`src/rtl/rws_pkg.sv`:
```
// Shared widths and codes for the roulette wheel selector.
package rws_pkg;

    localparam int FIT_W     = 32;            // Q0.32 fitness
    localparam int IN_W      = 32;            // Q16.16 time / energy, Q0.32 fraction
    localparam int DEN_W     = 34;            // 1.0 + time + energy, Q18.16
    localparam int QUO_W     = 33;            // raw quotient, saturated to FIT_W
    localparam int DIV_STEPS = 49;            // one quotient bit per dividend bit of 2^48
    localparam int TOT_W     = 40;            // saturating fitness total
    localparam int HALF_W    = 20;            // total split for the 20 x 32 multiplier
    localparam int PROD_W    = HALF_W + IN_W;
    localparam int ACC_W     = TOT_W + IN_W;
    localparam int IDX_OUT_W = 8;

    localparam logic [DEN_W-1:0] ONE_Q16 = DEN_W'(65536);

    localparam logic [1:0] CMD_CLEAR  = 2'd0;
    localparam logic [1:0] CMD_LOAD   = 2'd1;
    localparam logic [1:0] CMD_SELECT = 2'd2;

    localparam logic [1:0] STATUS_OK    = 2'd0;
    localparam logic [1:0] STATUS_EMPTY = 2'd1;
    localparam logic [1:0] STATUS_FULL  = 2'd2;

endpackage

```
`src/rtl/rws_div.sv`:
```
// Restoring bit-serial divider: saturated floor(2^48 / den), one bit per cycle.
module rws_div (
    input  logic                      clk,
    input  logic                      rst_n,
    input  logic                      start,
    input  logic [rws_pkg::DEN_W-1:0] den,
    output logic                      done,
    output logic [rws_pkg::FIT_W-1:0] quot
);
    import rws_pkg::*;

    localparam int STEP_W = $clog2(DIV_STEPS);

    logic              busy_reg, busy_next;
    logic              done_reg, done_next;
    logic [STEP_W-1:0] step_reg, step_next;
    logic [DEN_W-1:0]  den_reg, den_next;
    logic [DEN_W-1:0]  rem_reg, rem_next;
    logic [QUO_W-1:0]  quo_reg, quo_next;

    logic [DEN_W:0]    shifted;
    logic              ge;

    always_comb
    begin
        // the dividend 2^48 has a single one, shifted in on the first step
        shifted   = {rem_reg, (step_reg == '0)};
        ge        = shifted >= {1'b0, den_reg};
        busy_next = busy_reg;
        done_next = 1'b0;
        step_next = step_reg;
        den_next  = den_reg;
        rem_next  = rem_reg;
        quo_next  = quo_reg;
        if (start)
        begin
            busy_next = 1'b1;
            step_next = '0;
            den_next  = den;
            rem_next  = '0;
            quo_next  = '0;
        end
        else if (busy_reg)
        begin
            rem_next = ge ? DEN_W'(shifted - {1'b0, den_reg}) : shifted[DEN_W-1:0];
            quo_next = {quo_reg[QUO_W-2:0], ge};
            step_next = step_reg + STEP_W'(1);
            if (step_reg == STEP_W'(DIV_STEPS - 1))
            begin
                busy_next = 1'b0;
                done_next = 1'b1;
            end
        end
    end

    always_ff @(posedge clk or negedge rst_n)
    begin
        if (!rst_n)
        begin
            busy_reg <= 1'b0;
            done_reg <= 1'b0;
            step_reg <= '0;
            den_reg  <= '0;
            rem_reg  <= '0;
            quo_reg  <= '0;
        end
        else
        begin
            busy_reg <= busy_next;
            done_reg <= done_next;
            step_reg <= step_next;
            den_reg  <= den_next;
            rem_reg  <= rem_next;
            quo_reg  <= quo_next;
        end
    end

    assign done = done_reg;
    // only a denominator of exactly 1.0 reaches 2^32
    assign quot = quo_reg[QUO_W-1] ? '1 : quo_reg[FIT_W-1:0];

endmodule

```
`config.mk`:
```
export PLATFORM = sky130hd
export DESIGN_NAME = rws_div
export DESIGN_NICKNAME = d
export VERILOG_FILES = /design/src/rtl/rws_pkg.sv /design/src/rtl/rws_div.sv
export SDC_FILE = /design/constraint.sdc
export NUM_CORES = 1
export LEC_CHECK = 0
export BUFFER_PORTS_ARGS = -buffer_cell sky130_fd_sc_hd__buf_2
export CORE_MARGIN = 4
export CORE_UTILIZATION = 25
export DETAILED_ROUTE_END_ITERATION = 16
export HOLD_SLACK_MARGIN = 0.05
export PLACE_DENSITY = 0.39
export SETUP_SLACK_MARGIN = 0.05
export SLEW_MARGIN = 30
export SYNTH_ARGS = -nofsm -noshare
export SYNTH_HDL_FRONTEND = slang
export SYNTH_SLANG_ARGS = --single-unit
```
`constraint.sdc`:
```
create_clock -name clk -period 8.1 [get_ports clk]
set_input_delay 1.215 -clock clk [delete_from_list [all_inputs] [get_ports clk]]
set_output_delay 1.215 -clock clk [all_outputs]
set_load 0.02 [all_outputs]
```
; ---- Word-level counts from Yosys, hierarchy flattened
; Cells that the tools add are included.
; Widths: inputs -> output; s select.
[word_totals]
input_bits = 37
elab_cells = 26
output_inout_bits = 33
register_bits = 109
[classes]
n_mux = 14
reduce_logical = 2
eq_ne = 1
n_lt_le_gt_ge = 1
n_addsub = 2
[ops]
columns = cell, n
row1 = $mux 34, 3
row2 = $mux 33, 2
row3 = $ge 35x34->1, 1
row4 = $sub 34x34->34, 1
row5 = $mux 32, 1
row6 = $mux 6, 2
row7 = $add 6x1->6 const B, 1
row8 = $eq 6x6->1 const B, 1
row9 = $logic_not 6->1, 1
row10 = $mux 1, 6
row11 = $reduce_bool 2->1, 1

; ---- Depth between registers and ports, before layout
; Gate-level depths: netlist of the first run.
[logic_depth]
word_depth = 5
mapped_depth = 16
ltp_nobuf = 15

; ---- Least setup slack after synthesis of the first run
; Ideal clock, no wire load.
[synth_path]
kind = reg2reg
startpoint = register step_reg[0]
endpoint = register rem_reg[30]
t_required_ns = 8.014
path_buffers = 0
setup_time_ns = 0.086
period_less_slack_ns = 3.290
path_slack_ns = 4.810
arrival_ns = 3.204
path_stages_with_launch = 16
cell_sequence = dfrtp_1 -> inv_1 -> ha_1 -> nand2_1 -> or3_1 -> ha_1 -> fa_1 -> nor2b_1 -> o2111ai_1 -> a31o_1 -> a21o_1 -> a21o_1 -> a2111oi_0 -> or4_1 -> a31oi_1 -> nor3_1
[synth_between]
elab_chain_len = 5
word_cells_on_any_way = 6
cone_classes = 1 x add/sub / 1 x order compare / 3 x mux / 1 x reduce/logical
[synth_rtl]
columns = element, line
row1 = "start, declared", rws_div.sv:16  ; logic [STEP_W-1:0] step_reg, step_next;
row2 = "start signal, assigned", rws_div.sv:71  ; step_reg <= step_next;
row3 = $logic_not 6->1 (*), rws_div.sv:27  ; shifted = {rem_reg, (step_reg == '0)};
row4 = $sub 34x34->34 or $ge 35x34->1 (tied branches), "rws_div.sv:45, rws_div.sv:28"
row5 = $mux 34 (*), rws_div.sv:45  ; rem_next = ge ? DEN_W'(shifted - {1'b0, den_reg}) : shifted[DEN_W-1:0];
row6 = $mux 34 (*), rws_div.sv:43  ; else if (busy_reg)
row7 = $mux 34 (*), rws_div.sv:35  ; if (start)
row8 = "end signal, assigned", rws_div.sv:73  ; rem_reg <= rem_next;
row9 = "end, declared", rws_div.sv:18  ; logic [DEN_W-1:0] rem_reg, rem_next;
; Mark *: on every way between the ends. The rest lies on a longest branch, timed or not. The select of a mux whose other input is x is not followed.
; A chain may end at the register's enable or synchronous reset.

; ---- Final worst setup path of the first run
; Same ends and word-level chain as after synthesis.

==> results.md, run 1 <==
* Nets at 907
* Routability congestion estimate at 0.7823
* First drt pass iteration count at 4
* Placement row count at 60
* Initial DRC Count at 278
* Largest net degree at the start of global routing at 95
* Prevailing post-synth register cell: dfrtp_1
* Layout cells sized above 1 at 16.47%
* CP cell instances: inv_1 > ha_1 > nand2_1 > or3_1 > ha_1 > fa_1 > nor2b_1 > o2111ai_1 > a31o_1 > a21o_1 > a21o_1 > a2111oi_0 > or4_1 > a31oi_1 > nor3_1
* Worst R2R End: rem_reg[30]
* Initial antenna violation count at 0
* Vias in the first global route at between 5000 and 6000
* Slew @ Worst Pin at 831.5 ps
* Sequential fraction of the synthesis area at 39.39%
* Total of max-cap violations at 0
* Core Util, Final at 28.99%
* Post-CTS Hold Fix Bufs at 0
* Number of routed nets with antenna violations at 0
* Met1 global-route usage at 17.58%
* Hold Violations, Final at 0
* Worst Path Required at between 8000 and 9000 ps
* Dpl cells at 1194
* Crit-path max cell delay at about 510 ps
* Mapped Cells at 798
* DRT Wirelength at ~18000 um
* Unrepaired setup endpoints after global routing: false
* Power Density at ~290 nW/um2
* Antenna Cells at 0
* Max IR drop VDD at between 0.15 and 0.2 mV
* Fin cells at 1210
* Levels on crit path at 15
* Syn. warnings at 0
* Final worst slack at 4448 ps
* EDFF count, synth at 0
* P&R area growth vs syn at 13.48%
* Fin Clk Skew at ~11 ps
* WP data arrival at slightly below 4000 ps
* Yosys top cell area share at 39.39%
* WL/cell at around 15 um
* DR DRC count at 0
* Syn_area_per_cell at 8.677 um2
* CTS root buf: clkbuf_16
* Slew Viols, Final at 0
* Setup violators final at 0
* CP bufs+invs at 1
* Cell taking the most area after synthesis: dfrtp_1
* Worst reg-to-reg path cell count at 15
* # port buffers at about 70
* Die ar. at 30420 um2
* Critical Path Slowest Stage Cell: a2111oi_0
* Asr flop ratio synth at 100.0%
* HPWL after detailed placement at 12540 um
* CTS buffer count at 9
* Core area at 27100 um2
* Starting Density at 25.55%
* CTS Sinks at between 100 and 150
* Startpoint types: register
* Setup bufs post-CTS at 0
* Rel. slew slack at roughly 45%
* Synth area leaders: dfrtp_1, ha_1, nand2_1
* First-pass GRT wire length at slightly above 30000 um
* Most Crowded Layer GR: met2
* Worst r2r src: step_reg[0]
* Met3 Track Usage GR at 2.153%
* Leakage Power at about 4 nW
* Worst skew pair latency at approximately 370 ps
* Post-place setup slack at 4414 ps
* FF+latch count, synth at 109
* CP top delay family: compound AO/OA/AOI/OAI gates
* CP Max Fanout at 4
* Die X at 174.4 um
* Clock H-tree levels at 3
* R2R Setup Slk at 4450 ps
* Crit. End Element: register
* Crit path capture: rem_reg[30]
* Clk buf depth at 2
* Synth Net Count at 872
* Post-CTS Resized at 0
* Reg clk slew, reported paths at approximately 80 ps
* Gr usage total at 12.35%
* Total congestion overflow at 0
* CP Class: reg -> reg
* Period minus WS final at between 3000 and 4000 ps
* CTS tree: done
* Fin Setup TNS at 0 ps
* Die Y at 174.4 um
* Netlist Area Pre-Place at 6924 um2
* Hold WC Path Type: reg -> reg
* Max Freq at 273.8 MHz
* I/O pins at 70
* Met2 usage at 19.56%
* Via count at roughly 5600
* Status: complete, no violations
* Yosys cell types at 65
* Fin crit share at 45.09%
* CP startpoint: step_reg[0]
* Drt via density at 4.588
## worst min path at each step
stage	start	to	slack, ps	depth (start not counted)
final	den_reg[8]	den_reg[8]	540	2
after global routing	den_reg[19]	den_reg[19]	570	2
after CTS	den_reg[8]	den_reg[8]	550	2
after detailed placement	den_reg[8]	den_reg[8]	530	2
after global placement	den_reg[12]	den_reg[12]	520	2
after floorplan	den_reg[0]	den_reg[0]	490	1
## worst min-delay path, stage by stage, from the launching register on
cell and delay (ps):
dfrtp_1 330, inv_1 50, o21ai_0 130
## Yosys cell counts, types with 2 or more instances
cell type    n
a211o_1      2
a211oi_1     8
a21boi_0     2
a21o_1      17
a21oi_1     41
a311oi_1    22
a311oi_2     2
a31o_2       2
a31oi_1      7
and2_1       4
and3_1       3
buf_1        3
buf_2        6
buf_4        4
buf_6        3
clkbuf_1    33
dfrtp_1    109
ha_1        36
inv_1       50
mux2_2       2
mux2i_1     37
nand2_1    101
nand2b_1     3
nand3_1     15
nand4_1     11
nor2_1      87
nor2b_1      2
nor3_1      10
nor4_1       2
o2111ai_1    4
o211ai_1     6
o21a_1       6
o21ai_0     52
o21ai_1      4
o21bai_1     6
o22ai_1      2
o31ai_1      3
or2_2       33
or3_1        5
or4_1        2
xnor2_1     15
xor2_1      13
## through the flow
| step | area (um2) | total power [mW] | hold slack, ps |
|---|---|---|---|
| after floorplan | 6924 | 1.596 | 487.5 |
| after global placement | 7545 | 1.865 | 519.5 |
| after detailed placement | 7545 | 1.846 | 527.2 |
| after CTS | 7854 | 2.337 | 546.0 |
| after global routing | 7858 | 2.502 | 574.1 |
| final | 7858 | 2.299 | 537.6 |
## placed cells by master, fill, tap and decap left out, types with 3 or more instances in the layout
cell	Yosys	final
dfrtp_1	109	108
nor2_1	87	87
clkbuf_16	0	9
inv_8	0	3
o31ai_1	3	3
a211oi_1	8	8
a21o_1	17	17
o2111ai_1	4	4
a311oi_1	22	22
o21ai_1	4	4
xor2_1	13	13
or3_1	5	5
nor3_1	10	10
o21ai_0	52	52
and2_1	4	4
o211ai_1	6	6
o21a_1	6	6
nand2_1	101	101
and3_1	3	3
a21oi_1	41	41
inv_1	50	50
buf_4	4	5
mux2i_1	37	37
a31oi_1	7	7
nand4_1	11	11
xnor2_1	15	15
nand3_1	15	15
nand2b_1	3	3
buf_2	6	67
ha_1	36	36
o21bai_1	6	6
or2_2	33	33
## cell type report
type | count | area (um2)
fill | 2935 | 19240
tap | 372 | 465.4
inverter | 51 | 193.9
multi-input combinational | 589 | 3774
sequential | 109 | 2731
clock inverter | 7 | 83.83
clock buffer | 9 | 225.2
timing repair buffer | 73 | 384.1
## logic make-up after synthesis
kind of cell    after synthesis  synth area share (%)
simple gates                285                 18.92
flops                       109                 39.39
compound gates              199                 19.35
buf+inv                     100                 6.108
fa+ha+maj                    37                 6.794
mux                          40                 5.891
xor+xnor                     28                 3.542
## where the power goes
part	internal [mW]	switching [mW]	total [mW]
Clock	0.223	0.247	0.471
Combinational	0.442	0.696	1.14
Sequential	0.627	0.0633	0.690
## layer usage
metal	wire [um]	share of wire [%]	up-vias
met4	201	1.1	0
met5	0	0	-
met1	9418	51	2627
li1	-	-	2841
met3	498	2.7	11
met2	8211	45	73
Power figures use the tool's default switching activity.
==> run 2: changes to the inputs <==
==> constraint.sdc (replaced) <==
create_clock -name clk -period 3.5 [get_ports clk]
set_input_delay 0.525 -clock clk [delete_from_list [all_inputs] [get_ports clk]]
set_output_delay 0.525 -clock clk [all_outputs]
set_load 0.02 [all_outputs]
==> run 2 against run 1 <==
Cell area up 4.3%. Combinational power rose to 2.5 times the previous value. Clock power is 140% higher. Fmax up 6.6%. Sequential power increased by 130%. Sequential share of layout area decreased by 1.4 points. Critical endpoint is now rem_reg[24]. Sequential cell count unchanged. Count of clock-buffer cells in the layout did not move. First-iteration DRC count down 18%. Non-clock buffer count rose by 32. Wire length is 2.6% higher. Hold slack worse by 320 ps.
==> results.md, run 2 (synthesized netlist as in run 1, its figures left out) <==
* Sw Share at 43.54% (-0.26 points)
* CTS root buf: clkbuf_16
* Nets at 939 (+3.5%)
* Fin crit share at 97.85% (+53 points)
* Post-place setup slack at 4.026 ps (-4410 ps)
* Combinational share of power at 51.1% (+1.6 points)
* First-pass GRT wire length at 31230 um (+0.20%)
* Max IR drop VDD at 0.3164 mV (+110%)
* Critical Path Slowest Stage Cell: dfrtp_1
* CP Class: reg -> reg
* Placement row count at 60 (unchanged)
* Largest net degree at the start of global routing at 72 (-24%)
* Most common cell after layout, fill and taps aside: dfrtp_1
* Worst skew pair latency at 370 ps (about the same)
* Internal power at 3.159 mW (+140%)
* Gr usage total at 12.44% (+0.088 points)
* I/O pins at 70 (unchanged)
* First drt pass iteration count at 4 (unchanged)
* Reg clk slew, reported paths at 90 ps (about the same)
* Period minus WS final at 3425 ps (-227.4 ps)
* Worst reg-to-reg path cell count at 15 (unchanged)
* Commonest non-fill, non-tap cells in the layout: dfrtp_1, nand2_1, nor2_1
* Final worst slack at 75.32 ps (-4373 ps)
* Levels on crit path at 15 (unchanged)
* Starting Density at 25.55% (unchanged)
* Die ar. at 30420 um2 (unchanged)
* WL/cell at 15.14 um (about the same)
* HPWL after detailed placement at 13260 um (+5.8%)
* Crit path capture: rem_reg[24]
* DRT Wirelength at 18800 um (+2.6%)
* Clk buf depth at 2 (unchanged)
* Clock share of power at 20.4% (about the same)
* Dpl cells at 1216 (+1.8%)
* CP top delay family: compound AO/OA/AOI/OAI gates
* # port buffers at 69 (unchanged)
* CP bufs+invs at 1 (unchanged)
* CP cell instances: inv_1 > ha_1 > nand2_2 > or3_4 > ha_4 > fa_2 > nor2b_4 > o2111ai_2 > a31o_1 > a21o_1 > a21o_1 > a21oi_2 > nor3_1 > or3b_1 > a311oi_2
* Worst r2r src: step_reg[0]
* Hold WC Path Type: in -> async
* Startpoint types: register
* Clock H-tree levels at 3 (unchanged)
* Post-CTS Hold Fix Bufs at 0 (unchanged)
* Hold Violations, Final at 0 (unchanged)
* Drt via density at 4.628 (+0.86%)
* DR DRC count at 0 (unchanged)
* CTS Sinks at 109 (unchanged)
* Psw at 2.436 mW (+140%)
* Critical path's most frequent cell: a21o_1
* Via count at 5748 (+3.5%)
* Fin Clk Skew at 15.18 ps (+4.125 ps)
* Core area at 27100 um2 (unchanged)
* Rel. slew slack at 46.61% (+2.0 points)
* CTS buffer count at 9 (unchanged)
* Routability congestion estimate at 0.7764 (-0.75%)
* Power Density at 682.9 nW/um2 (+130%)
* Design Power at 5.595 mW (+140%)
* Crit. End Element: register
* Unrepaired setup endpoints after global routing: true
* Total of max-cap violations at 0 (unchanged)
* R2R Setup Slk at 80 ps (-4370 ps)
* WP data arrival at 3710 ps (-220 ps)
* Antenna Cells at 0 (unchanged)
* Number of routed nets with antenna violations at 0 (unchanged)
* Die Y at 174.4 um (unchanged)
* Status: complete, no violations
* P&R area growth vs syn at 18.34%
* Worst R2R End: rem_reg[24]
* Fin area at 8194 um2 (+4.3%)
* Layout cells sized above 1 at 20.69% (+4.2 points)
* Initial antenna violation count at 0 (unchanged)
* Leakage Power at 4.247 nW (+4.3%)
* Crit-path max cell delay at 390 ps (-120 ps)
* Placed cell area at 7722 um2 (+2.4%)
* Slew @ Worst Pin at 800.9 ps (-30.57 ps)
* Die X at 174.4 um (unchanged)
* Vias in the first global route at 5814 (+1.3%)
* Slew Viols, Final at 0 (unchanged)
* CP startpoint: step_reg[0]
* Worst Path Required at 3790 ps (-4590 ps)
* CTS tree: done
* Fin cells at 1242 (+2.6%)
* Fin Setup TNS at 0 ps (unchanged)
* Initial DRC Count at 229 (-18%)
* Power share of the sequential group at 28.5% (-1.5 points)
* CP Max Fanout at 3 (-1)
* Total congestion overflow at 0 (unchanged)
* Setup violators final at 0 (unchanged)
* Max Freq at 292.0 MHz (+6.6%)
-- run 2: changes by cell type in the layout (fill, tap and decap cells not counted), sizes merged --
cell,change
buf,+32
-- run 2: repair_timing --
item	CTS	global route
setup endpoints to repair	3	11
pin swaps	2	5
resized for setup	7	8
buffers inserted	10	0
-- run 2: worst min path at each step --
stage / from / endpoint / slack, ps / cells past startpoint
finish: rst_n / den_reg[24] / 210 / 1
global route: rst_n / den_reg[25] / 280 / 1
CTS: rst_n / den_reg[24] / 250 / 1
detailed placement: den_reg[11] / den_reg[11] / 520 / 2
global placement: den_reg[11] / den_reg[11] / 520 / 2
floorplan: rst_n / busy_reg / 230 / 0
-- run 2: layout make-up --
type / instances / area [um2]
tap: 372 / 465.4
clock inverter: 7 / 103.9
inverter: 51 / 193.9
multi-input combinational: 589 / 3841
sequential: 109 / 2731
timing repair buffer: 105 / 633.1
fill: 2918 / 18910
clock buffer: 9 / 225.2
-- run 2: power groups by stage --
stage / Combinational [mW] / Sequential, mW / Clock, mW
6_report: 2.86 / 1.59 / 1.14
5_1_grt: 3.21 / 1.62 / 1.24
4_1_cts: 2.86 / 1.59 / 1.20
3_5_place_dp: 2.76 / 1.62 / 0
3_3_place_gp: 2.79 / 1.62 / 0
2_1_floorplan: 2.12 / 1.57 / 0
-- run 2: layer usage --
layer / track usage [%] / up-vias / wire [um]
li1: - / 2909 / -
met1: 17.75 / 2757 / 9566
met2: 19.70 / 67 / 8515
met3: 2.371 / 15 / 530
met4: 2.507 / 0 / 190
met5: 0 / - / 0
-- run 2: per-stage QoR --
stage,utilization [%],hold WS [ps]
after floorplan,-,229.4
after global placement,28.49,518.9
after detailed placement,28.49,524.2
after CTS,30.07,249.8
after global routing,30.24,276.9
final,30.24,212.9
